## src/telemetry_frame_stuffer_unit_defines.svh

```systemverilog
// Assertion macros shared by the telemetry frame stuffer.
// Each macro takes a label, the clock, the reset and the property terms.
`ifndef TELEMETRY_FRAME_STUFFER_UNIT_DEFINES_SVH
`define TELEMETRY_FRAME_STUFFER_UNIT_DEFINES_SVH

`ifndef SYNTHESIS

// Same-cycle check: the antecedent implies the consequent.
`define TFS_ASSERT_NOW(lbl, ck, rs, ante, cons) \
  lbl: assert property (@(posedge ck) disable iff (rs) (ante) |-> (cons)) \
    else $error("telemetry frame stuffer: same-cycle check failed");

// Next-cycle check: the antecedent implies the consequent in the next cycle.
`define TFS_ASSERT_NEXT(lbl, ck, rs, ante, cons) \
  lbl: assert property (@(posedge ck) disable iff (rs) (ante) |=> (cons)) \
    else $error("telemetry frame stuffer: next-cycle check failed");

`else

`define TFS_ASSERT_NOW(lbl, ck, rs, ante, cons)
`define TFS_ASSERT_NEXT(lbl, ck, rs, ante, cons)

`endif

`endif

```

## src/tfs_pkg.sv

```systemverilog
`timescale 1ns / 1ps

package tfs_pkg;

  // Fixed bytes of the frame format.
  localparam logic [7:0] FRAME_TYPE = 8'h10;
  localparam logic [7:0] ESC_BYTE   = 8'h7D;
  localparam logic [7:0] FLAG_BYTE  = 8'h7E;
  localparam logic [7:0] ESC_XOR    = 8'h20;
  localparam logic [7:0] CHECK_BASE = 8'hFF;

  // Raw byte positions inside the unstuffed frame.
  localparam logic [2:0] POS_LAST = 3'd7;

  // Queue between the front and the back part.
  localparam int Q_DEPTH = 2;
  localparam int Q_AW    = 1;
  localparam int Q_CW    = 2;

  // One classified frame: its fields and the precomputed check byte.
  typedef struct packed {
    logic [7:0]  check;
    logic [31:0] payload;
    logic [15:0] data_id;
  } frame_t;

endpackage

```

## src/tfs_front.sv

```systemverilog
`timescale 1ns / 1ps

module tfs_front (
  input  logic            clk,
  input  logic            rst,
  input  logic            in_valid,
  output logic            in_ready,
  input  logic [15:0]     data_id,
  input  logic [31:0]     payload,
  output logic            frm_valid,
  input  logic            frm_ready,
  output tfs_pkg::frame_t frm
);
  import tfs_pkg::*;

  logic [7:0]  raw [0:6];
  logic [10:0] byte_sum;
  logic [8:0]  fold_hi;
  logic [7:0]  fold_lo;
  logic [7:0]  check_next;

  // Seven raw bytes that the check byte covers.
  always_comb begin
    raw[0] = FRAME_TYPE;
    raw[1] = data_id[7:0];
    raw[2] = data_id[15:8];
    raw[3] = payload[7:0];
    raw[4] = payload[15:8];
    raw[5] = payload[23:16];
    raw[6] = payload[31:24];
  end

  // End-around-carry byte sum: a plain adder tree, then the carries are folded
  // back into the low byte twice. The type byte keeps the total above zero, so
  // this matches folding after every byte.
  always_comb begin
    byte_sum   = ((11'(raw[0]) + 11'(raw[1])) + (11'(raw[2]) + 11'(raw[3])))
               + ((11'(raw[4]) + 11'(raw[5])) + 11'(raw[6]));
    fold_hi    = {1'b0, byte_sum[7:0]} + {6'd0, byte_sum[10:8]};
    fold_lo    = fold_hi[7:0] + {7'd0, fold_hi[8]};
    check_next = CHECK_BASE - fold_lo;
  end

  // One-entry holding stage that feeds the queue.
  assign in_ready = !frm_valid || frm_ready;

  always_ff @(posedge clk) begin
    if (rst) begin
      frm_valid <= 1'b0;
    end else if (in_ready) begin
      frm_valid <= in_valid;
    end
  end

  always_ff @(posedge clk) begin
    if (in_valid && in_ready) begin
      frm.data_id <= data_id;
      frm.payload <= payload;
      frm.check   <= check_next;
    end
  end

endmodule

```

## src/tfs_queue.sv

```systemverilog
`timescale 1ns / 1ps

module tfs_queue (
  input  logic            clk,
  input  logic            rst,
  input  logic            push_valid,
  output logic            push_ready,
  input  tfs_pkg::frame_t push_data,
  output logic            pop_valid,
  input  logic            pop_ready,
  output tfs_pkg::frame_t pop_data,
  output logic [1:0]      count
);
  import tfs_pkg::*;

  frame_t          slots [0:Q_DEPTH-1];
  logic [Q_AW-1:0] wr_ptr;
  logic [Q_AW-1:0] rd_ptr;
  logic            do_push;
  logic            do_pop;

  assign push_ready = (count != Q_CW'(Q_DEPTH));
  assign pop_valid  = (count != '0);
  assign pop_data   = slots[rd_ptr];
  assign do_push    = push_valid && push_ready;
  assign do_pop     = pop_valid && pop_ready;

  // Pointers and fill count.
  always_ff @(posedge clk) begin
    if (rst) begin
      wr_ptr <= '0;
      rd_ptr <= '0;
      count  <= '0;
    end else begin
      if (do_push) begin
        wr_ptr <= wr_ptr + 1'b1;
      end
      if (do_pop) begin
        rd_ptr <= rd_ptr + 1'b1;
      end
      if (do_push && !do_pop) begin
        count <= count + 1'b1;
      end else if (do_pop && !do_push) begin
        count <= count - 1'b1;
      end
    end
  end

  // Frame storage.
  always_ff @(posedge clk) begin
    if (do_push) begin
      slots[wr_ptr] <= push_data;
    end
  end

endmodule

```

## src/tfs_back.sv

```systemverilog
`timescale 1ns / 1ps

module tfs_back (
  input  logic            clk,
  input  logic            rst,
  input  logic            frm_valid,
  output logic            frm_ready,
  input  tfs_pkg::frame_t frm,
  output logic            out_valid,
  input  logic            out_ready,
  output logic [7:0]      line_byte,
  output logic            frame_end
);
  import tfs_pkg::*;

  logic [2:0] idx;
  logic       esc_phase;
  logic [7:0] raw_byte;
  logic       needs_esc;
  logic       load;
  logic       advance;
  logic [7:0] byte_next;
  logic       end_next;

  // Pick the raw byte at the current frame position.
  always_comb begin
    case (idx)
      3'd0:    raw_byte = FRAME_TYPE;
      3'd1:    raw_byte = frm.data_id[7:0];
      3'd2:    raw_byte = frm.data_id[15:8];
      3'd3:    raw_byte = frm.payload[7:0];
      3'd4:    raw_byte = frm.payload[15:8];
      3'd5:    raw_byte = frm.payload[23:16];
      3'd6:    raw_byte = frm.payload[31:24];
      default: raw_byte = frm.check;
    endcase
  end

  // Stuffing: a prefix goes out first, then the byte flipped by the mask.
  always_comb begin
    needs_esc = (raw_byte == ESC_BYTE) || (raw_byte == FLAG_BYTE);
    if (needs_esc && !esc_phase) begin
      byte_next = ESC_BYTE;
      end_next  = 1'b0;
    end else begin
      byte_next = esc_phase ? (raw_byte ^ ESC_XOR) : raw_byte;
      end_next  = (idx == POS_LAST);
    end
  end

  assign load      = !out_valid || out_ready;
  assign advance   = load && frm_valid;
  assign frm_ready = advance && !(needs_esc && !esc_phase) && (idx == POS_LAST);

  // Byte position and escape phase.
  always_ff @(posedge clk) begin
    if (rst) begin
      idx       <= '0;
      esc_phase <= 1'b0;
    end else if (advance) begin
      if (needs_esc && !esc_phase) begin
        esc_phase <= 1'b1;
      end else begin
        esc_phase <= 1'b0;
        idx       <= idx + 1'b1;
      end
    end
  end

  // Output register.
  always_ff @(posedge clk) begin
    if (rst) begin
      out_valid <= 1'b0;
    end else if (load) begin
      out_valid <= frm_valid;
    end
  end

  always_ff @(posedge clk) begin
    if (advance) begin
      line_byte <= byte_next;
      frame_end <= end_next;
    end
  end

endmodule

```

## src/telemetry_frame_stuffer_unit.sv

```systemverilog
`timescale 1ns / 1ps
// Channel  | Direction | Item
// s_*      | in        | one record: tdata = data_id, payload
// m_*      | out       | one wire byte: tdata = line_byte, tlast = frame_end
//
// A record becomes 8 to 16 wire bytes, one per cycle from the back serializer
// while the receiver is ready: 8 bytes plus one escape prefix per escaped byte.
// The front computes and registers the check byte; a two-entry queue holds
// up to two frames, so new records are taken while a frame is still going out.
// Path to the wire: front holding stage, queue slot, back output register.
// Reset is synchronous and clears all valid and pointer state.
`include "telemetry_frame_stuffer_unit_defines.svh"

module telemetry_frame_stuffer_unit (
  input  logic        clk,
  input  logic        rst,
  input  logic        s_tvalid,
  output logic        s_tready,
  input  logic [47:0] s_tdata,   // [15:0] data_id, [47:16] payload
  output logic        m_tvalid,
  input  logic        m_tready,
  output logic [7:0]  m_tdata,   // [7:0] line_byte
  output logic        m_tlast    // frame_end
);
  import tfs_pkg::*;

  logic   f_valid;
  logic   f_ready;
  frame_t f_frame;
  logic   q_valid;
  logic   q_ready;
  frame_t q_frame;
  logic [1:0] q_count;

  // Front: take records and compute the check byte.
  tfs_front u_front (
    .clk       (clk),
    .rst       (rst),
    .in_valid  (s_tvalid),
    .in_ready  (s_tready),
    .data_id   (s_tdata[15:0]),
    .payload   (s_tdata[47:16]),
    .frm_valid (f_valid),
    .frm_ready (f_ready),
    .frm       (f_frame)
  );

  // Queue between front and back.
  tfs_queue u_queue (
    .clk        (clk),
    .rst        (rst),
    .push_valid (f_valid),
    .push_ready (f_ready),
    .push_data  (f_frame),
    .pop_valid  (q_valid),
    .pop_ready  (q_ready),
    .pop_data   (q_frame),
    .count      (q_count)
  );

  // Back: serialize and stuff, one wire byte per cycle unless the output stalls.
  tfs_back u_back (
    .clk       (clk),
    .rst       (rst),
    .frm_valid (q_valid),
    .frm_ready (q_ready),
    .frm       (q_frame),
    .out_valid (m_tvalid),
    .out_ready (m_tready),
    .line_byte (m_tdata),
    .frame_end (m_tlast)
  );

  // The queue never holds more frames than it has slots.
  `TFS_ASSERT_NOW(a_queue_bound, clk, rst, 1'b1, q_count <= Q_CW'(Q_DEPTH))

  // An escape prefix never closes a frame.
  `TFS_ASSERT_NOW(a_prefix_not_last, clk, rst, m_tvalid && (m_tdata == ESC_BYTE), !m_tlast)

  // A taken prefix is followed at once by the flipped byte.
  `TFS_ASSERT_NEXT(a_prefix_follow, clk, rst, m_tvalid && m_tready && (m_tdata == ESC_BYTE), m_tvalid && ((m_tdata == (ESC_BYTE ^ ESC_XOR)) || (m_tdata == (FLAG_BYTE ^ ESC_XOR))))

endmodule

```

## config.mk

```make
export PLATFORM = sky130hd
export DESIGN_NAME = telemetry_frame_stuffer_unit
export DESIGN_NICKNAME = d
export VERILOG_FILES = /design/src/tfs_pkg.sv /design/src/tfs_front.sv /design/src/tfs_queue.sv /design/src/tfs_back.sv /design/src/telemetry_frame_stuffer_unit.sv
export VERILOG_INCLUDE_DIRS = /design/src /design/src/src
export SDC_FILE = /design/constraint.sdc
export NUM_CORES = 1
export LEC_CHECK = 0
export BUFFER_PORTS_ARGS = -buffer_cell sky130_fd_sc_hd__buf_4
export CORE_MARGIN = 2
export CORE_UTILIZATION = 49
export CTS_BUF_LIST = sky130_fd_sc_hd__clkbuf_8
export DETAILED_ROUTE_END_ITERATION = 8
export PLACE_DENSITY = 0.67
export SETUP_SLACK_MARGIN = 0.3
export SLEW_MARGIN = 20
export SYNTH_ARGS = -nofsm -noshare
export SYNTH_HDL_FRONTEND = slang
export SYNTH_HIERARCHICAL = 1
export SYNTH_SLANG_ARGS = --single-unit
```

## constraint.sdc

```tcl
create_clock -name clk -period 10.2 [get_ports clk]
set_clock_uncertainty 0.2 [all_clocks]
set_input_delay 2.04 -clock clk [delete_from_list [all_inputs] [get_ports clk]]
set_output_delay 2.04 -clock clk [all_outputs]
set_load 0.02 [all_outputs]
```

# --- Word level (Yosys, flattened, before mapping) ---
# Memory sizes are Yosys's and may differ from the RTL's. A register that Yosys moved wholly into a read port is not among the register bits.
# Cells that the tools add are included.
# Widths: inputs -> output; s select.
totals:
  regBits: 75
  ram_bits: 112
  input_bits: 52
  mem_count: 1
mem_list:
  columns: ["memory", "depth", "word_bits", "rd", "rd_clocked_by_memory_dff", "wr", "line", "rtl"]
  rows:
  - ["u_queue.slots", 2, 56, 1, 1, 1, "tfs_queue.sv:16", "frame_t slots [0:Q_DEPTH-1];"]
op_classes:
  addsub: 14
  eq_ne: 10
  n_mux: 9
  bitwise: 2
  n_reduce_logical: 22
op_table:
  columns: ["op", "n"]
  rows:
  - ["$pmux 8 s7", 1]
  - ["$add 11x11->11", 2]
  - ["$add 8x8->9", 2]
  - ["$eq 8x7->1 const B", 2]
  - ["$eq 3x3->1 const B", 4]
  - ["$add 11x8->11", 1]
  - ["$add 5x8->9 const A", 1]
  - ["$add 8x3->9", 1]
  - ["$logic_and 1x1->1", 9]
  - ["$add 8x1->8", 1]
  - ["$sub 8x8->8 const A", 1]
  - ["$eq 3x2->1 const B", 2]
  - ["$logic_not 1->1", 6]
  - ["$mux 6", 1]
  - ["$mux 1", 5]
  - ["$mux 2", 2]
  - ["$reduce_bool 2->1", 2]
  - ["$add 3x1->3 const B", 1]
  - ["$eq 3x1->1 const B", 1]
  - ["$logic_not 3->1", 1]
  - ["$logic_or 1x1->1", 3]
  - ["$add 1x1->1 const B", 2]
  - ["$add 2x1->2 const B", 1]
  - ["$ne 2x2->1 const B", 1]
  - ["other kinds (3)", 4]

# --- Depth between registers and ports, before layout ---
depth:
  word_depth: 12
  mapped_depth: 27

# --- Modules after synthesis ---
# Netlist, hierarchy kept.
modules_own_cells:
  columns: ["module", "n_inst", "cells_each", "area_each_um2"]
  rows:
  - ["tfs_queue", 1, 198, 4274.1]
  - ["tfs_front", 1, 244, 3328.2]
  - ["tfs_back", 1, 118, 1134.8]

# --- Worst setup path after synthesis ---
# OpenSTA, ideal clock, no wires.
synth_path:
  path_kind: "input-to-reg"
  from: "input port s_tdata[20]"
  to: "register u_front/frm[52] in the netlist's numbering, data pin"
  setup_time_ns: 0.261
  arrival_ns: 7.373
  t_required_ns: 9.739
  slack_ns: 2.366
  path_stages: 26
  cell_sequence: "inv_1 fa_1 inv_1 fa_1 inv_1 fa_1 inv_1 fa_1 inv_1 fa_1 nor2b_1 o21ai_0 a21boi_0 or4b_1 nand3_1 fa_1 a21oi_1 nor2_1 nand2_1 nor3_1 ha_1 ha_1 nand2_1 o21ai_0 mux2i_1 xnor2_1"
synth_via:
  elab_chain_len: 6
synth_rtl:
  columns: ["element", "line", "rtl"]
  rows:
  - ["start: declaration", "telemetry_frame_stuffer_unit.sv:19", "input logic [47:0] s_tdata,"]
  - ["$add 8x8->9", "tfs_front.sv:37", "byte_sum = ((11'(raw[0]) + 11'(raw[1])) + (11'(raw[2]) + 11'(raw[3])))"]
  - ["$add 11x11->11", "tfs_front.sv:37", null]
  - ["$add 11x11->11", "tfs_front.sv:38", "+ ((11'(raw[4]) + 11'(raw[5])) + 11'(raw[6]));"]
  - ["$add 8x3->9", "tfs_front.sv:39", "fold_hi = {1'b0, byte_sum[7:0]} + {6'd0, byte_sum[10:8]};"]
  - ["$add 8x1->8", "tfs_front.sv:40", "fold_lo = fold_hi[7:0] + {7'd0, fold_hi[8]};"]
  - ["$sub 8x8->8", "tfs_front.sv:41", "check_next = CHECK_BASE - fold_lo;"]
  - ["named net u_front.check_next[4]", "tfs_front.sv:20", "logic [7:0] check_next;"]
  - ["end: declaration", "tfs_front.sv:12", "output tfs_pkg::frame_t frm"]
# The timed path passes the listed nets, and every way through them passes these cells.
# A chain may end at the register's enable or synchronous reset.

# --- Worst setup path after layout ---
# Ends and elaborated chain as after synthesis.

==> results.tsv <==
stage	metric	value	unit
pwr	Psw	0.807	mW
worst_setup_path	flop-to-flop setup slack	5780	ps
worst_setup_path	Worst path max stage delay	550	ps
sta	normalized max-slew margin	33.7	%
synthesis	Synth Area in Simple Gates	4.48	%
synthesis	post-synthesis mux area share	7.58	%
sta	minimum clock period	7940	ps
sta	Fmax	0.126	GHz
sta	Final Cycle Share	77.9	%
synthesis	register area share after synthesis	63.4	%
worst_setup_path	Slowest cell on crit path	fa_1	
worst_setup_path	worst endpoint data arrival time	7950	ps
synthesis	ys async rst share	0	%
routing	Antenna Nets Post-Route	0	
hold_path	Hold Crit Start	u_front/frm[55]	
routing	vias per cell	5.31	
synthesis	Synth Area in Adders	11.6	%
die	Die Span X	138	µm
clock_network	CTS tree	yes	
routing	initial drt markers	239	
clock_network	post-cts sizing count	0	
pwr	Gate power share	39.8	%
pwr	pwr/cell area	243	nW/µm²
status	status	complete, no violations	
synthesis	compound-gate portion of the synthesized area	6.14	%
die	I/O Pins	63	
synthesis	syn avg cell area	15.6	µm²
sta	Fin. Hold Viols	0	
placed_design	DP Wirelength	10.9	mm
global_route	first-pass GRT wire length	26.3	mm
clock_network	Worst-Skew Late Latency	460	ps
synthesis	Synth Net Count	673	
clock_network	TritonCTS Sinks	188	
die	Core Area	17400	µm²
hold_path	Worst Hold Class	reg -> reg	
routing	drt drc	0	
worst_setup_path	Worst path most repeated cell	fa_1	
synthesis	Seq cells post-synth	188	
layout	Fillers	1378	
layout	synth-to-layout area growth	11.5	%
synthesis	post-synthesis xor/xnor area fraction	2.08	%
routing	Routed WL	16.5	mm
routing	routed len/inst	19.0	µm
sta	setup TNS	0	ps
synthesis	Syn Inst Count	560	
placed_design	routability congestion estimate	0.780	
layout	multi-input logic area	2790	µm²
placed_design	Port Buffer Count	62	
pwr	Switching Fraction	34.0	%
placed_design	DP Cell Count	835	
global_route	total gr overflow	0	
global_route	vias in the first global route	5001	
clock_network	Clk pin slew, worst setup/hold paths	90	ps
sta	Worst Max-Slew Pin Slew	995	ps
pwr	Worst VDD drop	154	µV
worst_setup_path	endpoint class of the critical path	flop	
die	initial core utilization	50.3	%
synthesis	Synth Cell Area	8740	µm²
sta	Slew Limit Fails	0	
clock_network	hold_buf cts	0	
clock_network	CTS root buf	clkbuf_8	
global_route	Total Routing Usage GR	19.1	%
worst_setup_path	crit path from	s_tdata[20]	
global_route	initial antenna violation count	0	
worst_setup_path	critical path type	in -> reg	
clock_network	number of CTS-inserted buffers	17	
pwr	Seq pwr share	41.7	%
pwr	clock share of power	18.5	%
die	die area	18900	µm²
synthesis	Post-synth EDFFs	177	
worst_setup_path	worst-path maximum fanout	5	
synthesis	largest family of logic cells by synthesized area	adder cells	
die	Die Y	138	µm
sta	RSZ-0062 raised after global routing	false	
clock_network	setup repair bufs after CTS	0	
layout	Final Net Count	742	
synthesis	Synth cell types	58	
synthesis	Top FF cell, synth	edfxtp_1	
die	row count	48	
layout	storage element area	5540	µm²
global_route	largest net degree at the start of global routing	57	
routing	vias	4606	
run	max cap viols	0	
clock_network	Max clock buf depth	2	
worst_setup_path	Required @ worst endpoint	10210	ps
routing	Pre-antenna DRT Iters	4	
sta	Setup-failing EPs final	0	
synthesis	Synthesis Warnings	6	
layout	n_diodes	0	
layout	share of cells above drive strength 1	26.3	%
layout	Post-Layout Cell Count	867	
worst_setup_path	CP Launch Type	input pin	
pwr	total leakage power	3.69	nW
clock_network	H-tree levels	4	
pwr	Internal Power	1.56	mW
cell usage after synthesis (3+ instances only):
library cell | count | area, µm²
xor2_1 | 4 | 35.0
ha_1 | 28 | 350
a32oi_1 | 5 | 43.8
a22oi_1 | 7 | 52.6
a221oi_1 | 6 | 52.6
nand2b_1 | 6 | 37.5
fa_1 | 33 | 661
dfxtp_1 | 11 | 220
clkbuf_1 | 7 | 26.3
inv_1 | 79 | 297
nor3_1 | 4 | 20.0
nor2_1 | 12 | 45.0
o22a_1 | 4 | 35.0
edfxtp_1 | 177 | 5320
nand2_1 | 10 | 37.5
nand3_1 | 4 | 20.0
mux2_2 | 57 | 642
nor2b_1 | 4 | 25.0
nand4_1 | 3 | 18.8
xnor2_1 | 13 | 114
buf_6 | 7 | 78.8
and2_1 | 5 | 31.3
a21oi_1 | 21 | 105
o21ai_0 | 8 | 40.0
power groups by stage:
stage	clock network (mW)	registers [mW]	logic, mW
after floorplan	0	1.01	0.720
after global placement	0	1.00	0.928
after detailed placement	0	1.01	0.940
after CTS	0.454	0.989	0.947
after global routing	0.484	0.996	1.06
final	0.439	0.989	0.943
cell families (layout without fill, tap and decap cells):
family,count (synthesis),in the layout
simple gates,66,66
mux,59,59
compound gates,71,71
fa+ha+maj,61,61
buf+inv,96,178
xor+xnor,19,19
flops,188,188
sequential cells by signal, indices dropped and copies added (netlist names), named ones only:
signal	cells
u_back/esc_phase	1
u_back/frame_end	1
u_back/idx	3
u_back/line_byte	8
u_back/out_valid	1
u_front/frm	56
u_front/frm_valid	1
u_queue/count	2
u_queue/rd_ptr	1
u_queue/slots	112
u_queue/wr_ptr	1
area by class of cell:
| cell class | count | share of cell area (%) |
|---|---|---|
| clock buffers | 17 | 2.40 |
| clock inverters | 15 | 1.09 |
| inverters | 79 | 3.04 |
| multi-input cells | 276 | 28.6 |
| flip-flops and latches | 188 | 56.8 |
| well taps | 225 | 2.89 |
| repair buffers | 67 | 5.16 |
final timing paths:
check	end	depth (start not counted)
worst max-delay path	u_front/frm[52]	27
worst max register to register	u_queue/count[1]	12
worst min register to register	u_queue/slots[0][55]	0
worst min-delay path	u_queue/slots[0][55]	0
routing by layer:
metal	part of all wire, %	global-route usage, %
met5	0	0
met4	1.1	5.56
met3	4.7	4.42
met2	51	32.6
met1	43	24.6
placed cells by master (no fill, tap or decap), types with 3 or more instances in the layout:
| master | Yosys | final |
|---|---|---|
| a21oi_1 | 21 | 21 |
| a221oi_1 | 6 | 6 |
| a22oi_1 | 7 | 7 |
| a32oi_1 | 5 | 5 |
| and2_1 | 5 | 4 |
| buf_4 | 1 | 67 |
| clkbuf_8 | 0 | 17 |
| clkinv_2 | 0 | 5 |
| dfxtp_1 | 11 | 10 |
| edfxtp_1 | 177 | 177 |
| fa_1 | 33 | 33 |
| ha_1 | 28 | 28 |
| inv_1 | 79 | 81 |
| mux2_2 | 57 | 57 |
| nand2_1 | 10 | 10 |
| nand2b_1 | 6 | 6 |
| nand3_1 | 4 | 4 |
| nand4_1 | 3 | 3 |
| nor2_1 | 12 | 12 |
| nor2b_1 | 4 | 4 |
| nor3_1 | 4 | 4 |
| o21ai_0 | 8 | 8 |
| o22a_1 | 4 | 4 |
| xnor2_1 | 13 | 13 |
| xor2_1 | 4 | 4 |
stage by stage:
step | util (%) | setup WS, ps | area, µm² | power [mW] | hold slack, ps
2_1_floorplan | - | 2370 | 8740 | 1.73 | 221
3_3_place_gp | 54.2 | 1930 | 9400 | 1.93 | 222
3_5_place_dp | 54.2 | 1850 | 9400 | 1.95 | 231
4_1_cts | 56.1 | 2330 | 9740 | 2.39 | 249
5_1_grt | 56.1 | 1870 | 9740 | 2.54 | 250
6_report | 56.1 | 2260 | 9740 | 2.37 | 247
critical path, delay by kind of cell:
kind | cells | cell delay [ps]
adder cells (fa/ha/maj) | 8 | 3500
AO/OA/AOI/OAI | 4 | 980
AND/OR/NAND/NOR | 7 | 810
buffers and inverters | 6 | 350
multiplexers | 1 | 170
XOR/XNOR | 1 | 80
(Power assumes the default switching activity.)
